--- src/design/mexp_pkg.sv ---
// ----------------------------------------------------------------------------
// mexp_pkg: shared types and constants of the modular exponentiation block
// Word widths, controller states and the command and status groups that run
// between the controller and the datapath.
// ----------------------------------------------------------------------------
package mexp_pkg;

  // Width of the arithmetic datapath; operands are truncated to it.
  localparam int WORD_BITS  = 64;
  // Width of the base, exponent, modulus and power ports.
  localparam int FIELD_BITS = 64;
  // Step counter width: counts WORD_BITS steps of one bit-serial pass.
  localparam int CNT_BITS   = $clog2(WORD_BITS);

  typedef enum logic [2:0] {
    ST_IDLE,
    ST_REDUCE,
    ST_NEXTBIT,
    ST_MUL_ACC,
    ST_MUL_SQ,
    ST_FINISH
  } mexp_state_e;

  typedef struct packed {
    logic load;      // capture a new request, result starts at one
    logic div_step;  // one restoring step of the base reduction
    logic mul_load;  // clear the product and load the square as multiplier
    logic mul_step;  // one double-and-add step of the modular multiply
    logic sel_sq;    // multiplicand is the square rather than the result
    logic sq_wr;     // write the finished value into the square register
    logic acc_wr;    // write the finished product into the result register
    logic e_shift;   // drop the lowest exponent bit
    logic out_load;  // copy the result into the output register
  } mexp_cmd_t;

  typedef struct packed {
    logic cnt_zero;  // last step of the current bit-serial pass
    logic e_zero;    // no exponent bits left
    logic e_lsb;     // lowest remaining exponent bit
  } mexp_status_t;

endpackage

--- src/design/modular_exponentiation_top.sv ---
// ----------------------------------------------------------------------------
// modular_exponentiation_top: base^exponent mod modulus, right to left
// Throughput: one request at a time; the shared bit-serial multiply unit
//   works one bit per cycle. A new request is taken while the previous
//   result waits in the output register.
// Reset: modulus returns to 1, the sequencer idles and no result is pending.
// ----------------------------------------------------------------------------
module modular_exponentiation_top (
  input  logic                            clk_i,
  input  logic                            rst_ni,
  // Configuration: the modulus register.
  input  logic                            cfg_we_i,
  input  logic [mexp_pkg::FIELD_BITS-1:0] cfg_wdata_i,
  // Request channel.
  input  logic                            in_valid_i,
  output logic                            in_stall_o,
  input  logic [mexp_pkg::FIELD_BITS-1:0] base_i,
  input  logic [mexp_pkg::FIELD_BITS-1:0] exponent_i,
  // Result channel.
  output logic                            out_valid_o,
  input  logic                            out_stall_i,
  output logic [mexp_pkg::FIELD_BITS-1:0] power_o
);

  // The controller sequences the work and the datapath does it; they talk
  // only through the command and status groups below.
  mexp_pkg::mexp_cmd_t    cmd;
  mexp_pkg::mexp_status_t status;

  // The controller first reduces the base modulo the modulus with a
  // restoring remainder pass of one bit per cycle. It then walks the
  // exponent from its lowest bit: a set bit multiplies the running result
  // by the running square, and every bit squares the running square. Each
  // multiply is a double-and-add pass over the multiplier bits, one bit per
  // cycle, keeping the partial product reduced. The walk ends as soon as
  // no exponent bits remain, so a zero exponent returns the initial 1.
  mexp_ctrl u_ctrl (
    .clk_i       (clk_i),
    .rst_ni      (rst_ni),
    .in_valid_i  (in_valid_i),
    .in_stall_o  (in_stall_o),
    .out_valid_o (out_valid_o),
    .out_stall_i (out_stall_i),
    .status_i    (status),
    .cmd_o       (cmd)
  );

  // The datapath holds the modulus register. A modulus of zero makes all
  // arithmetic wrap at the word width. The finished power sits in an
  // output register of its own, so the request side can be freed before
  // the result is taken.
  mexp_datapath u_datapath (
    .clk_i       (clk_i),
    .rst_ni      (rst_ni),
    .cfg_we_i    (cfg_we_i),
    .cfg_wdata_i (cfg_wdata_i),
    .base_i      (base_i),
    .exponent_i  (exponent_i),
    .cmd_i       (cmd),
    .status_o    (status),
    .power_o     (power_o)
  );

endmodule

--- src/design/mexp_datapath.sv ---
// ----------------------------------------------------------------------------
// mexp_datapath: registers and bit-serial arithmetic of modular exponentiation
// Holds the modulus, the running result, the running square and the exponent,
// and a shared unit that does one reduction or one multiply step per cycle.
// ----------------------------------------------------------------------------
module mexp_datapath (
  input  logic                                clk_i,
  input  logic                                rst_ni,
  input  logic                                cfg_we_i,
  input  logic [mexp_pkg::FIELD_BITS-1:0]     cfg_wdata_i,
  input  logic [mexp_pkg::FIELD_BITS-1:0]     base_i,
  input  logic [mexp_pkg::FIELD_BITS-1:0]     exponent_i,
  input  mexp_pkg::mexp_cmd_t                 cmd_i,
  output mexp_pkg::mexp_status_t              status_o,
  output logic [mexp_pkg::FIELD_BITS-1:0]     power_o
);

  localparam int W  = mexp_pkg::WORD_BITS;
  localparam int CB = mexp_pkg::CNT_BITS;

  logic [W-1:0]  m_q;
  logic [W-1:0]  r_q;
  logic [W-1:0]  b_q;
  logic [W-1:0]  acc_q;
  logic [W-1:0]  sq_q;
  logic [W-1:0]  e_q;
  logic [W-1:0]  power_q;
  logic [CB-1:0] cnt_q;

  logic          m_zero;
  logic [W:0]    div_t;
  logic [W-1:0]  div_next;
  logic [W-1:0]  mul_a;
  logic [W+1:0]  mul_t;
  logic [W+1:0]  m1;
  logic [W+1:0]  m2;
  logic [W-1:0]  mul_next;

  // A zero modulus stands for 2^W: nothing is ever subtracted and the
  // arithmetic wraps at the word width.
  assign m_zero = (m_q == '0);

  // Restoring remainder step, base bits enter MSB first.
  always_comb begin
    div_t = {r_q, b_q[W-1]};
    if (!m_zero && (div_t >= {1'b0, m_q})) begin
      div_next = W'(div_t - {1'b0, m_q});
    end else begin
      div_next = W'(div_t);
    end
  end

  // Double-and-add step. With the product below m and the multiplicand at
  // most m, the sum stays below 3m and one of three candidates is reduced.
  assign mul_a = cmd_i.sel_sq ? sq_q : acc_q;
  assign m1    = {2'b00, m_q};
  assign m2    = {1'b0, m_q, 1'b0};

  always_comb begin
    mul_t = {1'b0, r_q, 1'b0} + (b_q[W-1] ? {2'b00, mul_a} : '0);
    if (m_zero) begin
      mul_next = mul_t[W-1:0];
    end else if (mul_t >= m2) begin
      mul_next = W'(mul_t - m2);
    end else if (mul_t >= m1) begin
      mul_next = W'(mul_t - m1);
    end else begin
      mul_next = mul_t[W-1:0];
    end
  end

  always_ff @(posedge clk_i or negedge rst_ni) begin
    if (!rst_ni) begin
      m_q   <= W'(1);
      cnt_q <= '0;
    end else begin
      if (cfg_we_i) begin
        m_q <= W'(cfg_wdata_i);
      end
      if (cmd_i.load || cmd_i.mul_load) begin
        cnt_q <= CB'(W - 1);
      end else if (cmd_i.div_step || cmd_i.mul_step) begin
        cnt_q <= cnt_q - CB'(1);
      end
    end
  end

  always_ff @(posedge clk_i) begin
    if (cmd_i.load) begin
      r_q   <= '0;
      b_q   <= W'(base_i);
      e_q   <= W'(exponent_i);
      acc_q <= W'(1);
    end else begin
      if (cmd_i.div_step) begin
        r_q <= div_next;
        b_q <= b_q << 1;
      end else if (cmd_i.mul_load) begin
        r_q <= '0;
        b_q <= sq_q;
      end else if (cmd_i.mul_step) begin
        r_q <= mul_next;
        b_q <= b_q << 1;
      end
      if (cmd_i.acc_wr) begin
        acc_q <= mul_next;
      end
      if (cmd_i.e_shift) begin
        e_q <= e_q >> 1;
      end
    end
    if (cmd_i.sq_wr) begin
      sq_q <= cmd_i.div_step ? div_next : mul_next;
    end
    if (cmd_i.out_load) begin
      power_q <= acc_q;
    end
  end

  assign status_o.cnt_zero = (cnt_q == '0);
  assign status_o.e_zero   = (e_q == '0);
  assign status_o.e_lsb    = e_q[0];

  assign power_o = mexp_pkg::FIELD_BITS'(power_q);

  // The partial product stays reduced throughout a multiply.
  a_prod_reduced: assert property (@(posedge clk_i) disable iff (!rst_ni)
    (cmd_i.mul_step && !cmd_i.mul_load && !m_zero) |-> (r_q < m_q))
    else $error("partial product not reduced below the modulus");

  // Every value written to the square register is reduced, unless the modulus is zero or being rewritten.
  a_sq_reduced: assert property (@(posedge clk_i) disable iff (!rst_ni)
    (cmd_i.sq_wr && !m_zero && !cfg_we_i) |=> (sq_q < m_q))
    else $error("square register not reduced below the modulus");

endmodule

--- src/design/mexp_ctrl.sv ---
// ----------------------------------------------------------------------------
// mexp_ctrl: sequencer of the modular exponentiation block
// Walks the exponent bits, issues reduction and multiply passes to the
// datapath and owns the request handshakes on both channels.
// ----------------------------------------------------------------------------
module mexp_ctrl (
  input  logic                   clk_i,
  input  logic                   rst_ni,
  input  logic                   in_valid_i,
  output logic                   in_stall_o,
  output logic                   out_valid_o,
  input  logic                   out_stall_i,
  input  mexp_pkg::mexp_status_t status_i,
  output mexp_pkg::mexp_cmd_t    cmd_o
);

  mexp_pkg::mexp_state_e state_q, state_d;
  logic                  out_valid_q, out_valid_d;

  always_ff @(posedge clk_i or negedge rst_ni) begin
    if (!rst_ni) begin
      state_q     <= mexp_pkg::ST_IDLE;
      out_valid_q <= 1'b0;
    end else begin
      state_q     <= state_d;
      out_valid_q <= out_valid_d;
    end
  end

  always_comb begin
    state_d    = state_q;
    cmd_o      = '0;
    in_stall_o = 1'b1;
    case (state_q)
      mexp_pkg::ST_IDLE: begin
        in_stall_o = 1'b0;
        if (in_valid_i) begin
          cmd_o.load = 1'b1;
          state_d    = mexp_pkg::ST_REDUCE;
        end
      end
      mexp_pkg::ST_REDUCE: begin
        cmd_o.div_step = 1'b1;
        if (status_i.cnt_zero) begin
          cmd_o.sq_wr = 1'b1;
          state_d     = mexp_pkg::ST_NEXTBIT;
        end
      end
      mexp_pkg::ST_NEXTBIT: begin
        if (status_i.e_zero) begin
          state_d = mexp_pkg::ST_FINISH;
        end else begin
          cmd_o.mul_load = 1'b1;
          state_d = status_i.e_lsb ? mexp_pkg::ST_MUL_ACC : mexp_pkg::ST_MUL_SQ;
        end
      end
      mexp_pkg::ST_MUL_ACC: begin
        cmd_o.mul_step = 1'b1;
        if (status_i.cnt_zero) begin
          cmd_o.acc_wr   = 1'b1;
          cmd_o.mul_load = 1'b1;
          state_d        = mexp_pkg::ST_MUL_SQ;
        end
      end
      mexp_pkg::ST_MUL_SQ: begin
        cmd_o.mul_step = 1'b1;
        cmd_o.sel_sq   = 1'b1;
        if (status_i.cnt_zero) begin
          cmd_o.sq_wr   = 1'b1;
          cmd_o.e_shift = 1'b1;
          state_d       = mexp_pkg::ST_NEXTBIT;
        end
      end
      mexp_pkg::ST_FINISH: begin
        if (!out_valid_q || !out_stall_i) begin
          cmd_o.out_load = 1'b1;
          state_d        = mexp_pkg::ST_IDLE;
        end
      end
      default: begin
        state_d = mexp_pkg::ST_IDLE;
      end
    endcase
  end

  always_comb begin
    out_valid_d = out_valid_q;
    if (cmd_o.out_load) begin
      out_valid_d = 1'b1;
    end else if (out_valid_q && !out_stall_i) begin
      out_valid_d = 1'b0;
    end
  end

  assign out_valid_o = out_valid_q;

  // An accepted request always starts with the base reduction.
  a_accept_starts: assert property (@(posedge clk_i) disable iff (!rst_ni)
    (in_valid_i && !in_stall_o) |=> (state_q == mexp_pkg::ST_REDUCE))
    else $error("accepted request did not start the reduction");

  // A finished result waits while the pending one is still stalled.
  a_finish_waits: assert property (@(posedge clk_i) disable iff (!rst_ni)
    (state_q == mexp_pkg::ST_FINISH && out_valid_q && out_stall_i)
      |=> (state_q == mexp_pkg::ST_FINISH && out_valid_q))
    else $error("pending result overwritten");

endmodule

--- config.mk ---
export PLATFORM = sky130hd
export DESIGN_NAME = modular_exponentiation_top
export DESIGN_NICKNAME = d
export VERILOG_FILES = /design/src/design/mexp_pkg.sv /design/src/design/modular_exponentiation_top.sv /design/src/design/mexp_datapath.sv /design/src/design/mexp_ctrl.sv
export SDC_FILE = /design/constraint.sdc
export NUM_CORES = 2
export LEC_CHECK = 0
export BUFFER_PORTS_ARGS = -buffer_cell sky130_fd_sc_hd__clkbuf_2
export CAP_MARGIN = 30
export CELL_PAD_IN_SITES_DETAIL_PLACEMENT = 2
export CELL_PAD_IN_SITES_GLOBAL_PLACEMENT = 2
export CORE_UTILIZATION = 35
export CTS_BUF_LIST = sky130_fd_sc_hd__clkbuf_4
export DETAILED_ROUTE_END_ITERATION = 12
export MAX_ROUTING_LAYER = met4
export PLACE_DENSITY = 0.81
export SYNTH_ARGS = -nofsm -noshare
export SYNTH_HDL_FRONTEND = slang
export SYNTH_SLANG_ARGS = --single-unit
--- constraint.sdc ---
create_clock -name clk_i -period 6.52 [get_ports clk_i]
set_input_delay 1.956 -clock clk_i [delete_from_list [all_inputs] [get_ports clk_i]]
set_output_delay 1.956 -clock clk_i [all_outputs]
set_load 0.02 [all_outputs]
==> results.ini, run 1 <==
[clock_tree]
cts-root-buf=clkbuf_4
cts_resized=553
cts_buffers=136
clock_sinks=458
hold_buffers=0
clk_path_buf_depth=3
htreeDepth=4
cts_setup_buffers=107

[placement]
portBuffers=262
gp_congestion=1.03
place_worst_setup_slack_ns=-1.73
hpwl_um=176000

[logic_synthesis]
synthCells=4377
synth_xor_area_frac=0.0570
synth.area.mux_share=0.0421
synth_top_family_by_area=compound AO/OA/AOI/OAI gates
syn_area_um2=36200
synthSimpleGateAreaFrac=0.177
avgSynthCellArea_um2=8.28
ys.flop_type=edfxtp_1
ys_seq_area_frac=0.334
synth-edff-count=256
ys_warn_count=0
async_reset_ff_frac=0.162
syn_nets=4834
synth_adder_area_share=0.0906
synth_seq_cells=458
synth_cell_types=102
synth-compound-area-share=0.257

[run_status]
error=[ERROR DPL-0033] detailed placement checks failed during check placement.
status=aborted with a tool error
haltStage=4_1_cts

[floorplan]
die_w_um=324
core.rowCount=117
die_height_um=324
io_pins=263
start_util=0.355

## cell usage after synthesis, types with 23 or more instances
| cell | count | area [µm²] |
|---|---|---|
| o211ai_1 | 34 | 255 |
| and2_1 | 31 | 194 |
| o21a_1 | 38 | 285 |
| a211oi_1 | 45 | 338 |
| a221oi_1 | 23 | 201 |
| nand4_1 | 80 | 500 |
| mux2i_1 | 139 | 1390 |
| and3_1 | 44 | 275 |
| buf_2 | 23 | 115 |
| o22ai_1 | 37 | 231 |
| dfxtp_1 | 128 | 2560 |
| o21ai_0 | 363 | 1820 |
| edfxtp_1 | 256 | 7690 |
| xnor2_1 | 136 | 1190 |
| clkbuf_1 | 213 | 800 |
| nand3_1 | 76 | 380 |
| dfrtp_1 | 73 | 1830 |
| nand2_1 | 716 | 2690 |
| nor3_1 | 60 | 300 |
| nor4_1 | 55 | 344 |
| xor2_1 | 98 | 858 |
| inv_1 | 135 | 507 |
| nand2b_1 | 30 | 188 |
| a31oi_1 | 36 | 225 |
| a221o_1 | 23 | 230 |
| ha_1 | 256 | 3200 |
| a21o_1 | 144 | 1080 |
| a21oi_1 | 415 | 2080 |
| o21bai_1 | 47 | 353 |
| nor2_1 | 249 | 935 |
| a22oi_1 | 30 | 225 |
## metrics by stage
| step | instances | hold WS, ns | instance area [µm²] | TNS, ns | util |
|---|---|---|---|---|---|
| floorplan | 4377 | 0.422 | 36300 | 0 | - |
| detailed placement | 6888 | 0.442 | 47100 | -264.68 | 0.461 |
| global placement | 6883 | 0.438 | 47000 | -216.29 | 0.460 |
## logic make-up after synthesis
kind of cell	count (synthesis)
AO/OA/AOI/OAI	1457
multiplexers	151
flip-flops	458
XOR/XNOR	235
adder cells (fa/ha/maj)	260
AND/OR/NAND/NOR	1426
buffers and inverters	390
==> run 2, diff against run 1 <==
- CELL_PAD_IN_SITES_DETAIL_PLACEMENT: 2 -> not set
- CELL_PAD_IN_SITES_GLOBAL_PLACEMENT: 2 -> not set
- CORE_UTILIZATION: 35 -> 40
- CTS_BUF_LIST: sky130_fd_sc_hd__clkbuf_4 -> not set
- MAX_ROUTING_LAYER: met4 -> not set
- PLACE_DENSITY: 0.81 -> not set
- PLACE_DENSITY_LB_ADDON: not set -> 0.15
- clock period: 6.52 -> 8.5 ns (I/O delays scaled with it)
==> run 2 against run 1 <==
Compared with the run above: the run now ends clean; synthesized cell count stayed put; synthesized area unchanged.
==> results.ini, run 2 <==
[logic_synthesis]
ys_top_cells_by_count=716 x nand2_1, 415 x a21oi_1, 363 x o21ai_0
yosysTopAreaCell=edfxtp_1
syn_nets=4834  ; unchanged
ys.flop_type=edfxtp_1
syn_area_um2=36200  ; unchanged
synth_top_cell_area_share=0.212  ; unchanged
synth_seq_cells=458  ; unchanged
ys_seq_area_frac=0.334  ; unchanged
synth_area_leaders=edfxtp_1 21%, ha_1 8.8%, nand2_1 7.4%
avgSynthCellArea_um2=8.28  ; unchanged
yosysMostFrequentCell=nand2_1
ys_warn_count=0  ; unchanged
synth-edff-count=256  ; unchanged
synth_cell_types=102  ; unchanged
synthCells=4377  ; unchanged
async_reset_ff_frac=0.162  ; unchanged

[placement]
hpwl_um=122000  ; -31%
gp_congestion=1.03  ; about the same
portBuffers=262  ; unchanged

[worst_setup_path]
r2r-end=u_datapath.sq_q[4]
path_max_fanout=24
r2r-start=u_ctrl.state_q[2]
cp_common_cell=buf_4
worst_setup_path_end_kind=register
crit_path_max_incr_delay_ns=0.54
r2r_cells=32
cp.arrival_ns=8.75
worstPathRequired_ns=9.00
r2r_slack_ns=0.25
slowest_stage=or4_1
worstSetupStartpointType=register
crit_type=register to register

[finish]
final_common_cell=nand2_1
regArea_um2=12100
drive_above_1_share=0.128
area_growth_pct=13.9
fin_nets=5056
final_util=0.459
n_fill_cell=8913
multi_input_area_um2=22800
most-common-layout-cells=714 x nand2_1, 411 x a21oi_1, 360 x o21ai_0

[floorplan]
start_util=0.403  ; +0.0486
io_pins=263  ; unchanged
core.rowCount=110  ; -6.0%
die_height_um=303  ; -6.4%
die_w_um=303  ; -6.4%
die_area_um2=91800
placeableCoreArea_um2=89900

[sta]
finalSetupTns_ns=0
slew_viol_final=0
setup_violations=0
finalCritPeriodShare=0.970
hold_viol=0
grt_setup_unrepaired=no
max-slew-margin-rel=0.307
tightest_slew_ns=1.03
fin_worst_skew_ns=0.0572
timing.fmax_mhz=121
finalCriticalPeriod_ns=8.25

[worst_hold_path]
min_to=u_datapath.power_o[49]
hold_depth=0
min_from=u_datapath.acc_q[49]
min_path_type=register to register

[grt]
grt_pass1_wl_um=219000
grt-ovfl-total=0
grt_pass1_vias=32500
grt_util_all_layers=0.322
grt_start_max_net_pins=100
antenna_found_initial=1

[power]
power.density_nw_per_um2=505
finalPower_uw=20900
total_leakage_power_uw=0.0173
ir_drop_v=0.000200

[drt]
vias_per_cell=6.11
drtAntennaViolNets=0
dr_wl_met2_um=58500
met3WireLength_um=15900
routed_wl_um=152000
drt_pre_antenna_iters=6
routedWlPerCell_um=26.1
drc=0
drtIter0Drc=4297
wl_met1_um=73300
num_vias=35600
highest_layer=met4

[clock_tree]
clk_path_buf_depth=3  ; unchanged
clk_latency_ns=0.67
clock_sinks=458  ; unchanged
cts.clk_slew.worst_paths_ns=0.06
tritoncts=yes
cts-root-buf=clkbuf_16
hold_buffers=0  ; unchanged
cts_buffers=55  ; -60%
htreeDepth=2  ; -2

[run_status]
status=finished, final reports clean

[job]
drv_cap=0

run 2: cell counts after synthesis:
Identical to the previous run, type by type.
run 2: repair_timing:
item,in CTS,in global routing
setup endpoints to repair,21,149
resized for setup,1,5
buffers inserted,0,1
pin swaps,0,1
run 2: worst max-delay path by stage:
| stage | startpoint | to | slack, ns | cells past startpoint |
|---|---|---|---|---|
| global placement | u_ctrl.state_q[2] | u_datapath.sq_q[5] | -0.55 | 33 |
| CTS | u_ctrl.state_q[2] | u_datapath.sq_q[20] | 0.17 | 32 |
| floorplan | u_ctrl.state_q[0] | u_datapath.r_q[61] | 1.41 | 33 |
| global route | u_ctrl.state_q[2] | u_datapath.sq_q[24] | 0.004 | 32 |
| detailed placement | u_ctrl.state_q[2] | u_datapath.sq_q[20] | -0.08 | 32 |
| finish | u_ctrl.state_q[2] | u_datapath.sq_q[4] | 0.25 | 32 |
run 2: through the flow:
| stage | setup slack [ns] | hold WS [ns] | std cells | cell area (µm²) |
|---|---|---|---|---|
| 2_1_floorplan | 1.41 | 0.422 | 4377 | 36200 |
| 6_report | 0.253 | 0.457 | 5822 | 41300 |
| 5_1_grt | 0.00431 | 0.471 | 5822 | 41300 |
| 3_3_place_gp | -0.549 | 0.431 | 5711 | 39300 |
| 3_5_place_dp | -0.0774 | 0.443 | 5717 | 39400 |
| 4_1_cts | 0.165 | 0.458 | 5820 | 41300 |
run 2: critical path: cells and delay by family (launching register included):
kind | cells | cell delay (ns)
compound gates | 10 | 2.26
xor+xnor | 1 | 0.23
fa+ha+maj | 2 | 0.68
buf+inv | 9 | 2.01
flops | 1 | 0.53
simple gates | 10 | 2.39
run 2: power breakdown:
group          switching [µW]  leakage [µW]  internal (µW)
logic                    9420        0.0121           5390
registers                 505       0.00435           3140
clock network            1020      0.000895           1380
total                   10900        0.0173           9920
run 2: routing by layer:
metal | track usage | vias to the layer above
met5 | 0 | -
met4 | 0.0895 | 0
met3 | 0.0655 | 172
met2 | 0.430 | 1676
met1 | 0.509 | 17100
li1 | - | 16600
run 2: cells by family after synthesis:
logic type      share of synthesized area
simple gates                        0.177
buf+inv                            0.0423
flops                               0.334
mux                                0.0421
compound gates                      0.257
fa+ha+maj                          0.0906
xor+xnor                           0.0570
run 2: layout make-up:
| cell class | count | share of cell area |
|---|---|---|
| Multi-Input combinational cell | 3529 | 0.551 |
| Tap cell | 1176 | 0.0356 |
| Timing Repair Buffer | 418 | 0.0636 |
| Clock inverter | 20 | 0.00479 |
| Antenna cell | 1 | 0.0000606 |
| Inverter | 137 | 0.0125 |
| Clock buffer | 83 | 0.0394 |
| Sequential cell | 458 | 0.293 |
(Power assumes the default switching activity.)
